## config.mk

```make
export PLATFORM = sky130hd
export DESIGN_NAME = url_percent_decoder_flat
export DESIGN_NICKNAME = d
export VERILOG_FILES = /design/src/rtl/upd_pkg.sv /design/src/rtl/upd_in_if.sv /design/src/rtl/upd_out_if.sv /design/src/rtl/upd_decode.sv /design/src/rtl/upd_emit.sv /design/src/rtl/url_percent_decoder.sv /design/src/flat_wrapper.sv
export SDC_FILE = /design/constraint.sdc
export NUM_CORES = 1
export LEC_CHECK = 0
export BUFFER_PORTS_ARGS = -buffer_cell sky130_fd_sc_hd__buf_2
export CORE_MARGIN = 5
export CORE_UTILIZATION = 36
export DETAILED_ROUTE_END_ITERATION = 10
export HOLD_SLACK_MARGIN = 0.08
export PLACE_DENSITY = 0.63
export SLEW_MARGIN = 20
export SYNTH_ARGS = -nofsm -noshare
export SYNTH_HDL_FRONTEND = slang
export SYNTH_SLANG_ARGS = --single-unit
export TNS_END_PERCENT = 30
```

## constraint.sdc

```tcl
create_clock -name clk -period 4.6 [get_ports clk]
set_clock_uncertainty 0.2 [all_clocks]
set_input_delay 0.92 -clock clk [delete_from_list [all_inputs] [get_ports clk]]
set_output_delay 0.92 -clock clk [all_outputs]
set_load 0.05 [all_outputs]
```

## src/rtl/upd_pkg.sv

```systemverilog
`timescale 1ns / 1ps
// ----------------------------------------------------------------------------
// URL percent decoder package
// Types, character constants and hex helper functions for the decoder.
// ----------------------------------------------------------------------------
package upd_pkg;

	typedef logic [7:0] byte_t;

	// Escape introducer character.
	localparam byte_t PCT_CHAR = 8'h25;

	// Most bytes that one transaction on the input can produce.
	localparam int unsigned MAX_RES = 3;

	// What the decoder holds between input bytes.
	typedef enum logic [1:0] {
		PEND_NONE  = 2'd0,
		PEND_PCT   = 2'd1,
		PEND_DIGIT = 2'd2
	} pend_t;

	// A group of up to three result bytes produced by one input byte.
	typedef struct packed {
		logic [1:0]                 count;
		logic [MAX_RES-1:0][7:0]    data;
		logic                       last;
	} grp_t;

	function automatic logic is_hex(input byte_t c);
		return (c >= 8'h30 && c <= 8'h39) ||
		       (c >= 8'h41 && c <= 8'h46) ||
		       (c >= 8'h61 && c <= 8'h66);
	endfunction

	// Nibble value of a hex digit; zero for anything else.
	function automatic logic [3:0] hex_val(input byte_t c);
		byte_t t;
		t = 8'h00;
		if (c >= 8'h30 && c <= 8'h39) begin
			t = c - 8'h30;
		end else if (c >= 8'h41 && c <= 8'h46) begin
			t = c - 8'h37;
		end else if (c >= 8'h61 && c <= 8'h66) begin
			t = c - 8'h57;
		end
		return t[3:0];
	endfunction

endpackage

```

## src/rtl/upd_in_if.sv

```systemverilog
`timescale 1ns / 1ps
// ----------------------------------------------------------------------------
// Decoder input channel
// Valid/ready channel that carries one raw path byte per transaction.
// ----------------------------------------------------------------------------
interface upd_in_if;
	import upd_pkg::*;

	logic  valid;
	logic  ready;
	byte_t in_byte;
	logic  in_last;

	modport source (output valid, output in_byte, output in_last, input ready);
	modport sink (input valid, input in_byte, input in_last, output ready);
endinterface

```

## src/rtl/upd_out_if.sv

```systemverilog
`timescale 1ns / 1ps
// ----------------------------------------------------------------------------
// Decoder output channel
// Valid/ready channel that carries one decoded byte per transaction.
// ----------------------------------------------------------------------------
interface upd_out_if;
	import upd_pkg::*;

	logic  valid;
	logic  ready;
	byte_t out_byte;
	logic  out_run_end;
	logic  out_last;

	modport source (output valid, output out_byte, output out_run_end, output out_last,
		input ready);
	modport sink (input valid, input out_byte, input out_run_end, input out_last,
		output ready);
endinterface

```

## src/rtl/upd_decode.sv

```systemverilog
`timescale 1ns / 1ps
// ----------------------------------------------------------------------------
// URL percent decoder byte logic
// Turns one input byte and the pending state into a result group and the
// pending state for the next byte.
// ----------------------------------------------------------------------------
module upd_decode (
	input  upd_pkg::pend_t pend,
	input  upd_pkg::byte_t held,
	input  upd_pkg::byte_t in_byte,
	input  logic           in_last,
	output upd_pkg::pend_t pend_nxt,
	output upd_pkg::byte_t held_nxt,
	output upd_pkg::grp_t  res
);
	import upd_pkg::*;

	logic  digit;
	logic  is_pct;
	pend_t pend_mid;
	byte_t held_mid;

	// Appends one byte to a group unless it is already full.
	function automatic grp_t push(input grp_t g, input byte_t b);
		grp_t r;
		r = g;
		if (g.count < 2'(MAX_RES)) begin
			r.data[g.count] = b;
			r.count = g.count + 2'd1;
		end
		return r;
	endfunction

	assign digit  = is_hex(in_byte);
	assign is_pct = (in_byte == PCT_CHAR);

	// Next state. pend_mid is the state before an end-of-path flush.
	always_comb begin
		pend_mid = is_pct ? PEND_PCT : PEND_NONE;
		held_mid = held;
		case (pend)
			PEND_PCT: begin
				if (digit) begin
					pend_mid = PEND_DIGIT;
					held_mid = in_byte;
				end
			end
			PEND_DIGIT: begin
				if (digit) begin
					pend_mid = PEND_NONE;
				end
			end
			default: begin
			end
		endcase
		pend_nxt = in_last ? PEND_NONE : pend_mid;
		held_nxt = in_last ? 8'h00 : held_mid;
	end

	// Result bytes, in the order they leave the block.
	always_comb begin
		res = '0;
		case (pend)
			PEND_PCT: begin
				if (!digit) begin
					res = push(res, PCT_CHAR);
					if (!is_pct) begin
						res = push(res, in_byte);
					end
				end
			end
			PEND_DIGIT: begin
				if (digit) begin
					res = push(res, {hex_val(held), hex_val(in_byte)});
				end else begin
					res = push(res, PCT_CHAR);
					res = push(res, held);
					if (!is_pct) begin
						res = push(res, in_byte);
					end
				end
			end
			default: begin
				if (!is_pct) begin
					res = push(res, in_byte);
				end
			end
		endcase
		if (in_last) begin
			if (pend_mid == PEND_PCT) begin
				res = push(res, PCT_CHAR);
			end else if (pend_mid == PEND_DIGIT) begin
				res = push(res, PCT_CHAR);
				res = push(res, held_mid);
			end
		end
		res.last = in_last;
	end

endmodule

```

## src/rtl/upd_emit.sv

```systemverilog
`timescale 1ns / 1ps
// ----------------------------------------------------------------------------
// URL percent decoder result register
// Holds one result group and hands its bytes out one per transaction.
// ----------------------------------------------------------------------------
module upd_emit (
	input  logic          clk,
	input  logic          arst_n,
	input  logic          load,
	input  upd_pkg::grp_t grp,
	output logic          free,
	upd_out_if.source     out_ch
);
	import upd_pkg::*;

	logic       grp_valid_q;
	grp_t       grp_q;
	logic [1:0] pos_q;
	logic       cur_last;
	logic       take;

	assign cur_last = (pos_q == grp_q.count - 2'd1);
	assign take     = grp_valid_q && out_ch.ready;
	assign free     = !grp_valid_q || (take && cur_last);

	assign out_ch.valid       = grp_valid_q;
	assign out_ch.out_run_end = cur_last;
	assign out_ch.out_last    = cur_last && grp_q.last;

	always_comb begin
		case (pos_q)
			2'd1:    out_ch.out_byte = grp_q.data[1];
			2'd2:    out_ch.out_byte = grp_q.data[2];
			default: out_ch.out_byte = grp_q.data[0];
		endcase
	end

	always_ff @(posedge clk or negedge arst_n) begin
		if (!arst_n) begin
			grp_valid_q <= 1'b0;
			pos_q       <= 2'd0;
		end else if (load) begin
			grp_valid_q <= 1'b1;
			pos_q       <= 2'd0;
		end else if (take && cur_last) begin
			grp_valid_q <= 1'b0;
		end else if (take) begin
			pos_q <= pos_q + 2'd1;
		end
	end

	always_ff @(posedge clk) begin
		if (load) begin
			grp_q <= grp;
		end
	end

endmodule

```

## src/rtl/url_percent_decoder.sv

```systemverilog
// Path: an accepted byte is registered in the input register, and its decoded bytes
// are loaded into the result register, from which the output channel is fed.
// Throughput: one input byte per cycle while each byte yields at most one result and
// the output does not stall; each result of a larger group holds the single output port.
// Reset: arst_n clears the pending escape, the input register and the result register.
`timescale 1ns / 1ps
// ----------------------------------------------------------------------------
// URL percent decoder
// Streaming decoder for percent-escaped URL paths, one byte per transaction.
// ----------------------------------------------------------------------------
module url_percent_decoder (
	input  logic      clk,
	input  logic      arst_n,
	upd_in_if.sink    in_ch,
	upd_out_if.source out_ch
);
	import upd_pkg::*;

	// The design has two register ranks. The input register holds the
	// accepted byte. Between it and the result register sits the byte
	// logic, which looks at the pending state (a held '%' and possibly one
	// hex digit) and produces a group of zero to three output bytes. The
	// result register then drains that group one byte per output
	// transaction, so the output handshake is always fed from flops.

	// Input register.
	logic  valid_s1;
	byte_t byte_s1;
	logic  last_s1;

	// Pending escape state, updated when a byte leaves the input register.
	pend_t pend_q;
	byte_t held_q;

	pend_t pend_nxt;
	byte_t held_nxt;
	grp_t  grp;
	logic  grp_free;
	logic  advance;
	logic  in_take;

	// A byte moves on as soon as the result register can take its group.
	// A group of zero bytes still moves the byte along and updates the
	// pending state, but nothing is loaded into the result register.
	assign advance     = valid_s1 && grp_free;
	assign in_ch.ready = !valid_s1 || grp_free;
	assign in_take     = in_ch.valid && in_ch.ready;

	always_ff @(posedge clk or negedge arst_n) begin
		if (!arst_n) begin
			valid_s1 <= 1'b0;
		end else if (in_take) begin
			valid_s1 <= 1'b1;
		end else if (advance) begin
			valid_s1 <= 1'b0;
		end
	end

	always_ff @(posedge clk) begin
		if (in_take) begin
			byte_s1 <= in_ch.in_byte;
			last_s1 <= in_ch.in_last;
		end
	end

	// The pending state returns to empty after the last byte of a path,
	// which the byte logic already folds into pend_nxt and held_nxt.
	always_ff @(posedge clk or negedge arst_n) begin
		if (!arst_n) begin
			pend_q <= PEND_NONE;
			held_q <= 8'h00;
		end else if (advance) begin
			pend_q <= pend_nxt;
			held_q <= held_nxt;
		end
	end

	upd_decode u_decode (
		.pend     (pend_q),
		.held     (held_q),
		.in_byte  (byte_s1),
		.in_last  (last_s1),
		.pend_nxt (pend_nxt),
		.held_nxt (held_nxt),
		.res      (grp)
	);

	upd_emit u_emit (
		.clk    (clk),
		.arst_n (arst_n),
		.load   (advance && (grp.count != 2'd0)),
		.grp    (grp),
		.free   (grp_free),
		.out_ch (out_ch)
	);

endmodule

```

## src/flat_wrapper.sv

```systemverilog
// flat-port wrapper written by rule: the top's interface ports become plain ports
module url_percent_decoder_flat import upd_pkg::*;
  (clk, arst_n, in_ch_valid, in_ch_in_byte, in_ch_in_last, in_ch_ready, out_ch_valid, out_ch_out_byte, out_ch_out_run_end, out_ch_out_last, out_ch_ready);
  upd_in_if in_ch_i ();
  upd_out_if out_ch_i ();
  input  logic clk;
  input  logic arst_n;
  input wire logic [$bits(in_ch_i.valid)-1:0] in_ch_valid;
  input wire logic [$bits(in_ch_i.in_byte)-1:0] in_ch_in_byte;
  input wire logic [$bits(in_ch_i.in_last)-1:0] in_ch_in_last;
  output wire logic [$bits(in_ch_i.ready)-1:0] in_ch_ready;
  output wire logic [$bits(out_ch_i.valid)-1:0] out_ch_valid;
  output wire logic [$bits(out_ch_i.out_byte)-1:0] out_ch_out_byte;
  output wire logic [$bits(out_ch_i.out_run_end)-1:0] out_ch_out_run_end;
  output wire logic [$bits(out_ch_i.out_last)-1:0] out_ch_out_last;
  input wire logic [$bits(out_ch_i.ready)-1:0] out_ch_ready;
  assign in_ch_i.valid = in_ch_valid;
  assign in_ch_i.in_byte = in_ch_in_byte;
  assign in_ch_i.in_last = in_ch_in_last;
  assign in_ch_ready = in_ch_i.ready;
  assign out_ch_valid = out_ch_i.valid;
  assign out_ch_out_byte = out_ch_i.out_byte;
  assign out_ch_out_run_end = out_ch_i.out_run_end;
  assign out_ch_out_last = out_ch_i.out_last;
  assign out_ch_i.ready = out_ch_ready;
  url_percent_decoder u_core (.clk(clk), .arst_n(arst_n), .in_ch(in_ch_i), .out_ch(out_ch_i));
endmodule
```

==> impl_metrics.json <==
{
  "p_per_area_nw_per_um2": 606,
  "cts_max_path_buffers": 2,
  "clock_sinks": 50,
  "cap_violations": 0,
  "critPathCapture": "u_core.u_emit.grp_q[20]",
  "dieArea_sq_um": 10600,
  "dr.pass1.iters": 5,
  "setup_viol": 0,
  "critPathKind": "reg -> reg",
  "ir_worst_vdd_mv": 0.179,
  "n_fill_cell": 852,
  "netlist.area_leader.share_pct": 34.7,
  "synth_seq_area_share_pct": 45.9,
  "port_buffers": 24,
  "synth_warnings": 0,
  "via_count": 2575,
  "grt_max_degree": 28,
  "slowest_stage": "edfxtp_1",
  "antenna_cells": 0,
  "ff_latch_area_sq_um": 1430,
  "end_kind": "register",
  "final_nets": 343,
  "viasPerCell": 6.03,
  "syn_nets": 332,
  "synth-main-ff-cell": "edfxtp_1",
  "die_y_um": 103,
  "slew_headroom_pct": 31.8,
  "syn-cell-area_sq_um": 3120,
  "min_path_type": "in -> async",
  "finalCriticalPeriod_ns": 3.28,
  "cts_tree": "done",
  "async_flop_share_pct": 28.0,
  "rows": 34,
  "rsz0062_at_grt": "no",
  "tns_ns": 0,
  "worstSetupStartpointType": "register",
  "fin_crit_sh_pct": 71.3,
  "tightest_slew_ns": 1.02,
  "root_buffer": "clkbuf_8",
  "clk_pin_slew_ns": 0.10,
  "drt-initial-drc-count": 311,
  "multi_input_area_sq_um": 1530,
  "areaGrowthSynthToFinish_pct": 8.31,
  "initial_core_util_pct": 36.3,
  "core-area_sq_um": 8590,
  "outcome": "completed",
  "htreeDepth": 2,
  "r2r-end": "u_core.u_emit.grp_q[20]",
  "rr_startpoint": "u_core.byte_s1[0]",
  "cts_inserted_buffers": 5,
  "crit_fanout": 27,
  "timing.fmax_ghz": 0.305,
  "cts_resized": 0,
  "reg2reg_depth": 8,
  "gp_congestion": 0.984,
  "grt_pass1_vias": 2370,
  "ys_types": 63,
  "wire_per_inst_um": 19.0,
  "hold_violations": 0,
  "cts_hold_buf": 0,
  "crit_arrival_ns": 3.06,
  "cts_setup_buffers": 0,
  "clk_latency_ns": 0.31,
  "drive_gt1_share_pct": 15.0,
  "grt_pass1_wl_um": 12900,
  "leakage_nw": 1.26,
  "synth_largest_area_cell": "edfxtp_1",
  "drc_errors": 0,
  "drt_wl_total_um": 8100,
  "antenna_left": 0,
  "cp-startpoint": "u_core.byte_s1[0]",
  "synthCells": 307,
  "antenna_found_initial": 0,
  "synth-seq-cells": 50,
  "yosys-top-cells-area": "edfxtp_1 35%, dfrtp_1 11%, ha_1 4.8%",
  "grtUsageTotal_pct": 15.7,
  "grt_overflow": 0,
  "synth-edff-count": 36,
  "cp_cell_sequence": "inv_1, ha_1, or3b_1, and3_4, a21oi_4, a21oi_1, a21oi_2, buf_4",
  "slew_violations": 0,
  "cpPeakStageDelay_ns": 0.55,
  "total_power_w": 0.00204,
  "postSynthAreaPerCell_sq_um": 10.2,
  "reg2reg_slack_ns": 1.32,
  "post-dp-hpwl_um": 5930,
  "io_pins": 25,
  "fp.dieW_um": 103,
  "required_ns": 4.38
}
==> cells by family (layout without fill, tap and decap cells) <==
kind of cell,count (synthesis),after routing,synth area share [%]
buffers and inverters,37,49,5.06
DFF,50,50,45.9
and+or+nand+nor,96,96,16.1
muxes,3,3,0.964
AOI/OAI and AO/OA,104,104,25.7
adders and majority gates,12,12,4.82
xor gates and xnor gates,5,5,1.40
==> area by class of cell <==
| cell class | instances | share of cell area (%) |
|---|---|---|
| Multi-Input combinational cell | 220 | 45.4 |
| Sequential cell | 50 | 42.4 |
| Tap cell | 108 | 4.00 |
| Timing Repair Buffer | 25 | 3.78 |
| Clock buffer | 5 | 2.04 |
| Inverter | 16 | 1.78 |
| Clock inverter | 3 | 0.630 |
==> routing by layer <==
metal	track usage [%]	wire, um	share of wire [%]	up-vias
met3	3.52	745	9.2	24
met2	24.5	3700	46	133
li1	-	-	-	1190
met5	0	0	0	-
met4	4.98	193	2.4	0
met1	21.8	3460	43	1228
==> placed cells by master (no fill, tap or decap), types with 8 or more instances in the layout <==
cell type / count
o21ai_0: 19
dfrtp_1: 14
a22oi_1: 12
buf_2: 24
nor2_1: 19
a21oi_1: 10
nand2_1: 28
inv_1: 15
nand3_1: 8
ha_1: 12
edfxtp_1: 36
==> through the flow <==
step                util (%)  setup WS [ns]  cell area (sq um)  hold slack [ns]  std cells
finish                  39.3           1.32               3380            0.292        427
global route            39.3           1.16               3380            0.306        427
CTS                     39.3           1.36               3380            0.304        427
detailed placement      38.2           1.38               3290            0.348        419
global placement        38.2           1.46               3290            0.324        419
floorplan                  -          0.757               3120            0.224        307
==> how the worst min path moves through the flow <==
stage,from,endpoint,slack [ns]
5_1_grt,arst_n,u_core.pend_q[0],0.31
3_3_place_gp,u_core.pend_q[0],u_core.pend_q[0],0.32
3_5_place_dp,u_core.pend_q[0],u_core.pend_q[0],0.35
2_1_floorplan,u_core.last_s1,u_core.u_emit.grp_q[0],0.22
4_1_cts,arst_n,u_core.pend_q[0],0.30
6_report,arst_n,u_core.pend_q[0],0.29
==> cells in the mapped netlist, types with 7 or more instances <==
master,n
edfxtp_1,36
nand2_1,28
nor2_1,19
o21ai_0,19
clkbuf_1,16
inv_1,15
dfrtp_1,14
a22oi_1,12
ha_1,12
a21oi_1,11
nand3_1,8
and2_1,7
==> power breakdown <==
group | switching [W] | leakage [nW] | internal [W]
Sequential | 0.000132 | 0.487 | 0.000646
Combinational | 0.000716 | 0.732 | 0.000291
Clock | 0.000153 | 0.0441 | 0.000107
==> critical path, delay by kind of cell, from the launching register on <==
family,cells,cell delay [ns]
and+or+nand+nor,2,0.58
buffers and inverters,2,0.51
AOI/OAI and AO/OA,3,0.92
DFF,1,0.55
adders and majority gates,1,0.18
==> state kept, by name, indices dropped and copies added, names as in the netlist <==
name	flops
u_core.byte_s1	8
u_core.held_q	8
u_core.last_s1	1
u_core.pend_q	2
u_core.u_emit.grp_q	27
u_core.u_emit.out_ch.valid	1
u_core.u_emit.pos_q	2
u_core.valid_s1	1
No activity file was read; power rests on OpenSTA's default activity.
